--- src/lrqm_ram.sv ---
// Generic single-write, single-read RAM with registered read data.
module lrqm_ram #(
	parameter int W = 8,
	parameter int D = 16
) (
	input  logic                 clk,
	input  logic                 we,
	input  logic [$clog2(D)-1:0] waddr,
	input  logic [W-1:0]         wdata,
	input  logic [$clog2(D)-1:0] raddr,
	output logic [W-1:0]         rdata
);

	logic [W-1:0] mem [D];

	always_ff @(posedge clk) begin
		if (we) begin
			mem[waddr] <= wdata;
		end
		rdata <= mem[raddr];
	end

endmodule

--- config.mk ---
export PLATFORM = sky130hd
export DESIGN_NAME = lrqm_ram
export DESIGN_NICKNAME = d
export VERILOG_FILES = /design/src/lrqm_ram.sv
export SDC_FILE = /design/constraint.sdc
export NUM_CORES = 1
export LEC_CHECK = 0
export ABC_CLOCK_PERIOD_IN_PS = 2400
export BUFFER_PORTS_ARGS = -buffer_cell sky130_fd_sc_hd__buf_2
export CAP_MARGIN = 20
export CORE_MARGIN = 5
export CORE_UTILIZATION = 55
export DETAILED_ROUTE_END_ITERATION = 6
export PLACE_DENSITY = 0.73
export SETUP_SLACK_MARGIN = 0.02
export SYNTH_ARGS = -nofsm -noshare
export SYNTH_HDL_FRONTEND = slang
export SYNTH_SLANG_ARGS = --single-unit
--- constraint.sdc ---
create_clock -name clk -period 2.4 [get_ports clk]
set_input_delay 0.36 -clock clk [delete_from_list [all_inputs] [get_ports clk]]
set_output_delay 0.36 -clock clk [all_outputs]
set_load 0.005 [all_outputs]
==> results of run 1 <==
-- metrics by stage --
stage	setup WS (ns)	cell area, µm²
finish	0.981	6060
global route	0.930	6060
CTS	0.972	6060
detailed placement	0.505	5480
global placement	0.516	5480
floorplan	0.547	5150
-- layer usage --
metal	up-vias	track usage [%]	part of all wire, %
met5	-	0	0
met4	0	6.58	0.98
met3	6	5.96	8.9
met2	113	30.1	50
met1	1231	25.9	41
li1	1082	-	-
-- how the worst max path moves through the flow --
| stage | slack [ns] | endpoint |
|---|---|---|
| 2_1_floorplan | 0.55 | mem[0][0] |
| 3_3_place_gp | 0.52 | mem[1][1] |
| 3_5_place_dp | 0.51 | mem[1][0] |
| 4_1_cts | 0.97 | rdata[6] |
| 5_1_grt | 0.93 | rdata[6] |
| 6_report | 0.98 | rdata[6] |
-- cell type report --
type / count / area (µm²) / share of cell area [%]
timing repair buffer: 44 / 280 / 4.63
sequential: 136 / 4000 / 66.1
tap: 111 / 139 / 2.29
clock inverter: 14 / 158 / 2.60
multi-input combinational: 83 / 1060 / 17.5
clock buffer: 18 / 418 / 6.90
-- cell families (layout without fill, tap and decap cells) --
group | after synthesis | count (layout) | synth area share (%)
DFF | 136 | 136 | 77.8
and+or+nand+nor | 35 | 35 | 3.18
muxes | 32 | 32 | 15.0
AOI/OAI and AO/OA | 16 | 16 | 2.33
buffers and inverters | 10 | 76 | 1.68
-- worst register-to-register path, stage by stage, from the launching register on --
cell and delay [ns]:
edfxtp_1 0.36, mux4_2 0.48, a22oi_1 0.31, nand2_1 0.13
-- flip-flops by register name, indices dropped and copies added, names as in the netlist --
register	count
rdata	8
mem	128
-- synthesized netlist by cell type, drive strengths merged --
library cell   number
edfxtp            128
mux4               32
a22oi              16
nor2               13
nand2               9
dfxtp               8
buf                 7
nor3                4
clkdlybuf4s25       3
nand2b              2
nand3b              2
and2                1
and2b               1
nand3               1
nor2b               1
or3b                1
-- power by group --
part	total, µW	switching, µW	internal [µW]
Combinational	242	137	105
Sequential	2670	16.1	2660
Clock	2490	923	1570
==> flow_summary.toml, run 1 <==
[floorplanning]
dieArea_um2 = 11400
start_util_pct = 56.0
die-width_um = 107
io_pins = 26
core_area_um2 = 9200
die_height_um = 107
row_count = 35

[timing]
fmaxAchievable_mhz = 705
slew_headroom_pct = 54.7
worst_pin_slew_ns = 0.676
finalSetupTns_ns = 0
rsz0062_at_grt = "no"
post-route-period-util_pct = 59.1
finClkSkew_ns = 0.0131
period_needed_ns = 1.42
hold_viol_final = 0
finalSetupViolations = 0
hold_slack_ns = 0.234
drv_slew = 0

[run]
maxCapViolCount = 0

[pwr]
power_density_nw_per_um2 = 892
irDropWorstVdd_v = 0.000461
leakagePower_uw = 0.00207
power_uw = 5400

[finish]
n_antenna_cell = 0
layout_commonest_cell = "edfxtp_1"
post-route-util_pct = 65.9
final_cell_count_no_fill = 406
fillers = 597
syn2layout_area_growth_pct = 17.6
drive_gt1_share_pct = 31.5
final_nets = 300
final_cell_mix = "128 x edfxtp_1, 25 x buf_2, 18 x mux4_2, 18 x buf_4"

[clock_network]
root_buffer = "clkbuf_8"
cts_htree_levels = 4
ctsResizeCount = 0
postCtsSetupRepairBufs = 0
cts_buffer_depth = 2
cts_made_buffers = 17
clk_pin_slew_worst_paths_ns = 0.06
ctsHoldBuffers = 0
clock_latency_ns = 0.51
cts_sinks = 136
cts_tree = "yes"

[drt]
dr_total_vias = 2432
postRouteAntennaNets = 0
viasPerCell = 5.99
totalWireLength_um = 9900
drt_iter0_drc = 171
wl_per_cell_um = 24.4
first_pass_iters = 4
drc = 0

[setup_path]
critPathKind = "reg2reg"
end_kind = "flip-flop"
reg2reg_depth = 3
crit_cells = 3
r2r_slack_ns = 0.98
path_buf_inv = 0
path_cells = "mux4_2 -> a22oi_1 -> nand2_1"
slowest_stage = "mux4_2"
arrival_ns = 1.80
reg2reg_from = "mem[3][6]"
cp.required_ns = 2.78
cp-start-kind = "flip-flop"
critPathLaunch = "mem[3][6]"
critPathMaxStageDelay_ns = 0.48
crit_family = "multiplexers"
reg2reg_to = "rdata[6]"
worstPathMaxFanout = 1

[yosys]
synthesis.nets = 247
synth_top_area_share_pct = 74.7
synth-seq-cells = 136
synth_area_leaders = "edfxtp_1 75%, mux4_2 7.9%, mux4_1 7.1%"
syn_inst = 229
ys_warn_count = 0
syn_area_per_cell_um2 = 22.5
yosysSeqAreaShare_pct = 77.8
yosysTopAreaCell = "edfxtp_1"
syn_area_um2 = 5150
synth_cell_type_count = 19

[worst_hold_path]
hp-start = "wdata[2]"
min_to = "mem[1][2]"
hold-path-cell-count = 1
holdCritPathClass = "in2reg"

[global_routing]
grt_usage_pct = 19.2
grt_max_degree = 33
grt_pass1_wl_um = 15300
grt_pass1_vias = 2619
antenna_found_initial = 0
overflow = 0

[outcome]
status = "complete, no violations"

[placed_design]
post-dp-hpwl_um = 6260
dp.cells = 374
portBuffers = 25
gp_congestion = 0.776
No activity file was read; power rests on OpenSTA's default activity.
==> inputs of run 2 (changes only) <==
--- a/config.mk
+++ b/config.mk
@@ -5,13 +5,13 @@
 export SDC_FILE = /design/constraint.sdc
 export NUM_CORES = 1
 export LEC_CHECK = 0
-export ABC_CLOCK_PERIOD_IN_PS = 2400
+export ABC_CLOCK_PERIOD_IN_PS = 1300
 export BUFFER_PORTS_ARGS = -buffer_cell sky130_fd_sc_hd__buf_2
 export CAP_MARGIN = 20
 export CORE_MARGIN = 5
-export CORE_UTILIZATION = 55
+export CORE_UTILIZATION = 54
 export DETAILED_ROUTE_END_ITERATION = 6
-export PLACE_DENSITY = 0.73
+export PLACE_DENSITY = 0.74
 export SETUP_SLACK_MARGIN = 0.02
 export SYNTH_ARGS = -nofsm -noshare
 export SYNTH_HDL_FRONTEND = slang
==> constraint.sdc (replaced) <==
create_clock -name clk -period 1.3 [get_ports clk]
set_input_delay 0.195 -clock clk [delete_from_list [all_inputs] [get_ports clk]]
set_output_delay 0.195 -clock clk [all_outputs]
set_load 0.005 [all_outputs]
==> run 2 against run 1 <==
  * Worst setup slack worse by 0.97 ns
  * Wire length is 1.3% higher
  * Clock skew is 0.0076 ns lower
  * Total power is 94% higher
  * Sequential cell count stayed put
  * Critical path type unchanged
  * Largest cell class unchanged
  * Highest routed layer unchanged
==> flow_summary.toml, run 2 (synthesized netlist as in run 1, its figures left out) <==
[timing]
finClkSkew_ns = 0.00552
finalSetupViolations = 0
period_needed_ns = 1.28
rsz0062_at_grt = "yes"
worst_slack_ns = 0.0155
hold_slack_ns = 0.0730
fmaxAchievable_mhz = 779
drv_slew = 0
worst_pin_slew_ns = 0.870
hold_viol_final = 0
post-route-period-util_pct = 98.8
slew_headroom_pct = 41.9

[setup_path]
end_kind = "flip-flop"
cp.required_ns = 1.69
crit_family = "multiplexers"
arrival_ns = 1.67
critPathMaxStageDelay_ns = 0.49
r2r_slack_ns = 0.02
slowest_stage = "mux4_2"
worstPathMaxFanout = 1
path_cells = "mux4_2 -> a22oi_2 -> nand2_1"
path_buf_inv = 0
critPathKind = "reg2reg"
cp-start-kind = "flip-flop"

[finish]
final_nets = 318
drive_gt1_share_pct = 43.1
layout_commonest_cell = "edfxtp_1"
fin_area_um2 = 6410
n_antenna_cell = 0
top_regs = "mem x128, rdata x8"
syn2layout_area_growth_pct = 24.5
regMostFlops = "mem"
final_cell_mix = "128 x edfxtp_1, 29 x buf_4, 26 x mux4_2"
largest_register_ff_count = 128
post-route-util_pct = 69.0

[pwr]
power_density_nw_per_um2 = 1640
leakagePower_uw = 0.00220
power_uw = 10500
irDropWorstVdd_v = 0.000847

[outcome]
status = "complete, no violations"

[floorplanning]
row_count = 35
core_area_um2 = 9280
start_util_pct = 55.4
die_height_um = 108
dieArea_um2 = 11600
io_pins = 26
die-width_um = 108

[drt]
dr_total_vias = 2526
first_pass_iters = 4
drt_iter0_drc = 189
viasPerCell = 5.71
wl_per_cell_um = 22.7
postRouteAntennaNets = 0
met3_length_um = 448
wl_met2_um = 5200
totalWireLength_um = 10000
met1_length_um = 4300
highest_layer = "met4"
drc = 0

[placed_design]
dp_worst_setup_slack_ns = -0.332
portBuffers = 25
gp_congestion = 0.777
dpl_cell_area_um2 = 5760
post-dp-hpwl_um = 6600

[global_routing]
grt_pass1_vias = 2689
grt_max_degree = 18
antenna_found_initial = 0
grt_pass1_wl_um = 16000
grt_usage_pct = 19.5
overflow = 0

[clock_network]
clock_latency_ns = 0.51
root_buffer = "clkbuf_8"
clk_pin_slew_worst_paths_ns = 0.06
cts_made_buffers = 17
cts_tree = "yes"
postCtsSetupRepairBufs = 0
cts_sinks = 136
cts_buffer_depth = 2
cts_htree_levels = 4

[run]
maxCapViolCount = 0

[worst_hold_path]
holdCritPathClass = "in2reg"
## run 2: changes by cell type in the layout (fill, tap and decap cells not counted), moves of 4 or more
cell,before,now
buf_4,18,29
a22oi_1,16,6
a22oi_2,0,10
mux4_1,14,6
mux4_2,18,26
buf_12,1,8
nor3_1,4,0
## run 2: metal layers
metal	global-route usage (%)	vias up
met4	5.95	0
li1	-	1115
met3	5.82	9
met1	25.4	1337
met5	0	-
met2	32.0	65
## run 2: final cells by class
type	instances	area [µm²]
multi-input cells	83	1110
repair buffers	62	503
well taps	129	161
flip-flops and latches	136	4000
fillers	611	2880
clock buffers	20	425
clock inverters	12	199
## run 2: where the power goes
part,total [µW],leakage (µW),switching (µW),internal (µW)
Sequential,4930,0.00122,30.1,4900
Clock,5000,0.000303,1700,3310
Combinational,543,0.000676,285,257
## run 2: per-stage QoR
stage | setup TNS [ns] | std cells
6_report | 0 | 442
4_1_cts | -0.00879 | 442
5_1_grt | -0.129 | 442
2_1_floorplan | -0.213 | 229
3_3_place_gp | -4.32 | 410
3_5_place_dp | -6.16 | 410
## run 2: what timing repair did
action	CTS	global route
endpoints found under the hold margin	0	0
gates resized for setup	8	10
hold buffers	0	0
setup endpoints to repair	8	8
cloned	0	0
pin swaps	2	8
## run 2: worst paths after layout
kind                   start  depth (start not counted)        end
setup / recovery   mem[0][2]                          3   rdata[2]
hold / removal      wdata[3]                          1  mem[0][3]
setup reg to reg   mem[0][2]                          3   rdata[2]
hold reg to reg   mem[13][1]                          3   rdata[1]
==> inputs of run 3 (changes only) <==
==> config.mk (replaced) <==
export PLATFORM = sky130hd
export DESIGN_NAME = lrqm_ram
export DESIGN_NICKNAME = d
export VERILOG_FILES = /design/src/lrqm_ram.sv
export SDC_FILE = /design/constraint.sdc
export NUM_CORES = 1
export LEC_CHECK = 0
export ABC_CLOCK_PERIOD_IN_PS = 1550
export BUFFER_PORTS_ARGS = -buffer_cell sky130_fd_sc_hd__buf_2
export CAP_MARGIN = 20
export CORE_UTILIZATION = 55
export DETAILED_ROUTE_END_ITERATION = 6
export PLACE_DENSITY = 0.73
export REMOVE_ABC_BUFFERS = 1
export SETUP_SLACK_MARGIN = 0.02
export SYNTH_ARGS = -nofsm -noshare
export SYNTH_HDL_FRONTEND = slang
export SYNTH_SLANG_ARGS = --single-unit
==> constraint.sdc (replaced) <==
create_clock -name clk -period 1.55 [get_ports clk]
set_input_delay 0.2325 -clock clk [delete_from_list [all_inputs] [get_ports clk]]
set_output_delay 0.2325 -clock clk [all_outputs]
set_load 0.005 [all_outputs]
==> run 3 against run 2 <==
  * Worst setup slack improved by 0.19 ns
  * Global-route usage up 2.5 points
  * Register-to-register slack improved by 0.19 ns
  * Sequential share of layout area up 3.0 points
  * Critical path depth is the same
  * Worst hold slack better by 0.033 ns
  * Final cell count shrank 7.7%
  * Largest power group is now registers
==> flow_summary.toml, run 3 (synthesized netlist as in run 1, its figures left out) <==
[timing]
finalSetupViolations = 0
drv_slew = 0
rsz0062_at_grt = "no"
worst_slack_ns = 0.201
slew_headroom_pct = 51.5
fmaxAchievable_mhz = 741
period_needed_ns = 1.35
finClkSkew_ns = 0.00902
hold_viol_final = 0
worst_pin_slew_ns = 0.727
post-route-period-util_pct = 87.0

[finish]
final_cell_mix = "128 x edfxtp_1, 25 x buf_2, 21 x buf_4"
largest_register_ff_count = 128
n_antenna_cell = 0
regArea_um2 = 4000
layout_commonest_cell = "edfxtp_1"
final_nets = 305
regMostFlops = "mem"
multi_input_area_um2 = 1060
drive_gt1_share_pct = 32.3
final_cell_count_no_fill = 408
syn2layout_area_growth_pct = 18.8
fillers = 541
post-route-util_pct = 68.8
top_regs = "mem x128, rdata x8"

[setup_path]
cp-start-kind = "flip-flop"
cp.required_ns = 1.94
critPathMaxStageDelay_ns = 0.53
worstPathMaxFanout = 1
arrival_ns = 1.74
path_cells = "mux4_1 -> a22oi_1 -> nand2_1"
end_kind = "flip-flop"
critPathKind = "reg2reg"
slowest_stage = "mux4_1"

[run]
maxCapViolCount = 0

[floorplanning]
die-width_um = 98.7
dieArea_um2 = 9750
core_area_um2 = 8890
start_util_pct = 57.9
row_count = 34
die_height_um = 98.7
io_pins = 26

[pwr]
power_uw = 8370
irDropWorstVdd_v = 0.000881
leakagePower_uw = 0.00211
power_density_nw_per_um2 = 1370

[clock_network]
clk_pin_slew_worst_paths_ns = 0.06
postCtsSetupRepairBufs = 0
cts_sinks = 136
cts_tree = "yes"
cts_buffer_depth = 2
ctsHoldBuffers = 0
ctsResizeCount = 0
root_buffer = "clkbuf_8"
cts_htree_levels = 4
cts_made_buffers = 17
clock_latency_ns = 0.51

[placed_design]
post-dp-hpwl_um = 6050
portBuffers = 25
dp_worst_setup_slack_ns = -0.155
dp.cells = 376
gp_congestion = 0.742

[global_routing]
top_usage_layer = "met2"
grtUsageMet3_pct = 5.11
grtUsageMet1_pct = 31.2
overflow = 0
grt_pass1_wl_um = 14600
grt_usage_pct = 22.0
antenna_found_initial = 0
grt_util_met2_pct = 32.9
grt_max_degree = 17
grt_pass1_vias = 2471

[drt]
viasPerCell = 5.95
first_pass_iters = 5
postRouteAntennaNets = 0
totalWireLength_um = 9350
wl_per_cell_um = 22.9
dr_total_vias = 2427
drt_iter0_drc = 218
drc = 0

[worst_hold_path]
holdCritPathClass = "in2reg"

[outcome]
status = "complete, no violations"
## run 3: layer usage
| metal | wire [µm] | share of wire (%) |
|---|---|---|
| met3 | 568 | 6.1 |
| met5 | 0 | 0 |
| met4 | 136 | 1.5 |
| met1 | 4080 | 44 |
| met2 | 4570 | 49 |
## run 3: worst paths after layout
path              start  depth (start not counted)  slack [ns]        end
max           mem[1][1]                          3        0.20   rdata[1]
min            wdata[1]                          1        0.11  mem[6][1]
max reg2reg   mem[1][1]                          3        0.20   rdata[1]
min reg2reg  mem[14][4]                          3        0.68   rdata[4]
## run 3: per-stage QoR
stage	setup TNS (ns)	hold WS [ns]	cell area, µm²
2_1_floorplan	-1.40	0.331	5060
3_3_place_gp	-0.687	0.606	5540
3_5_place_dp	-0.869	0.608	5540
4_1_cts	0	0.0837	6110
5_1_grt	0	0.0912	6110
6_report	0	0.107	6110
## run 3: power by group
| group | switching (µW) | internal [µW] | leakage [µW] |
|---|---|---|---|
| clock network | 1420 | 2440 | 0.000275 |
| registers | 24.7 | 4110 | 0.00122 |
| logic | 210 | 173 | 0.000611 |
## run 3: area by class of cell
cell class                      count  share of cell area [%]
Tap cell                          108                    2.21
Sequential cell                   136                    65.5
Timing Repair Buffer               49                    5.61
Multi-Input combinational cell     83                    17.3
Clock buffer                       19                    6.90
Clock inverter                     13                    2.52
## run 3: critical path: cells and delay by family, from the launching register on
kind            cells  cell delay, ns
compound gates      1            0.25
simple gates        1            0.10
flops               1            0.37
mux                 1            0.53
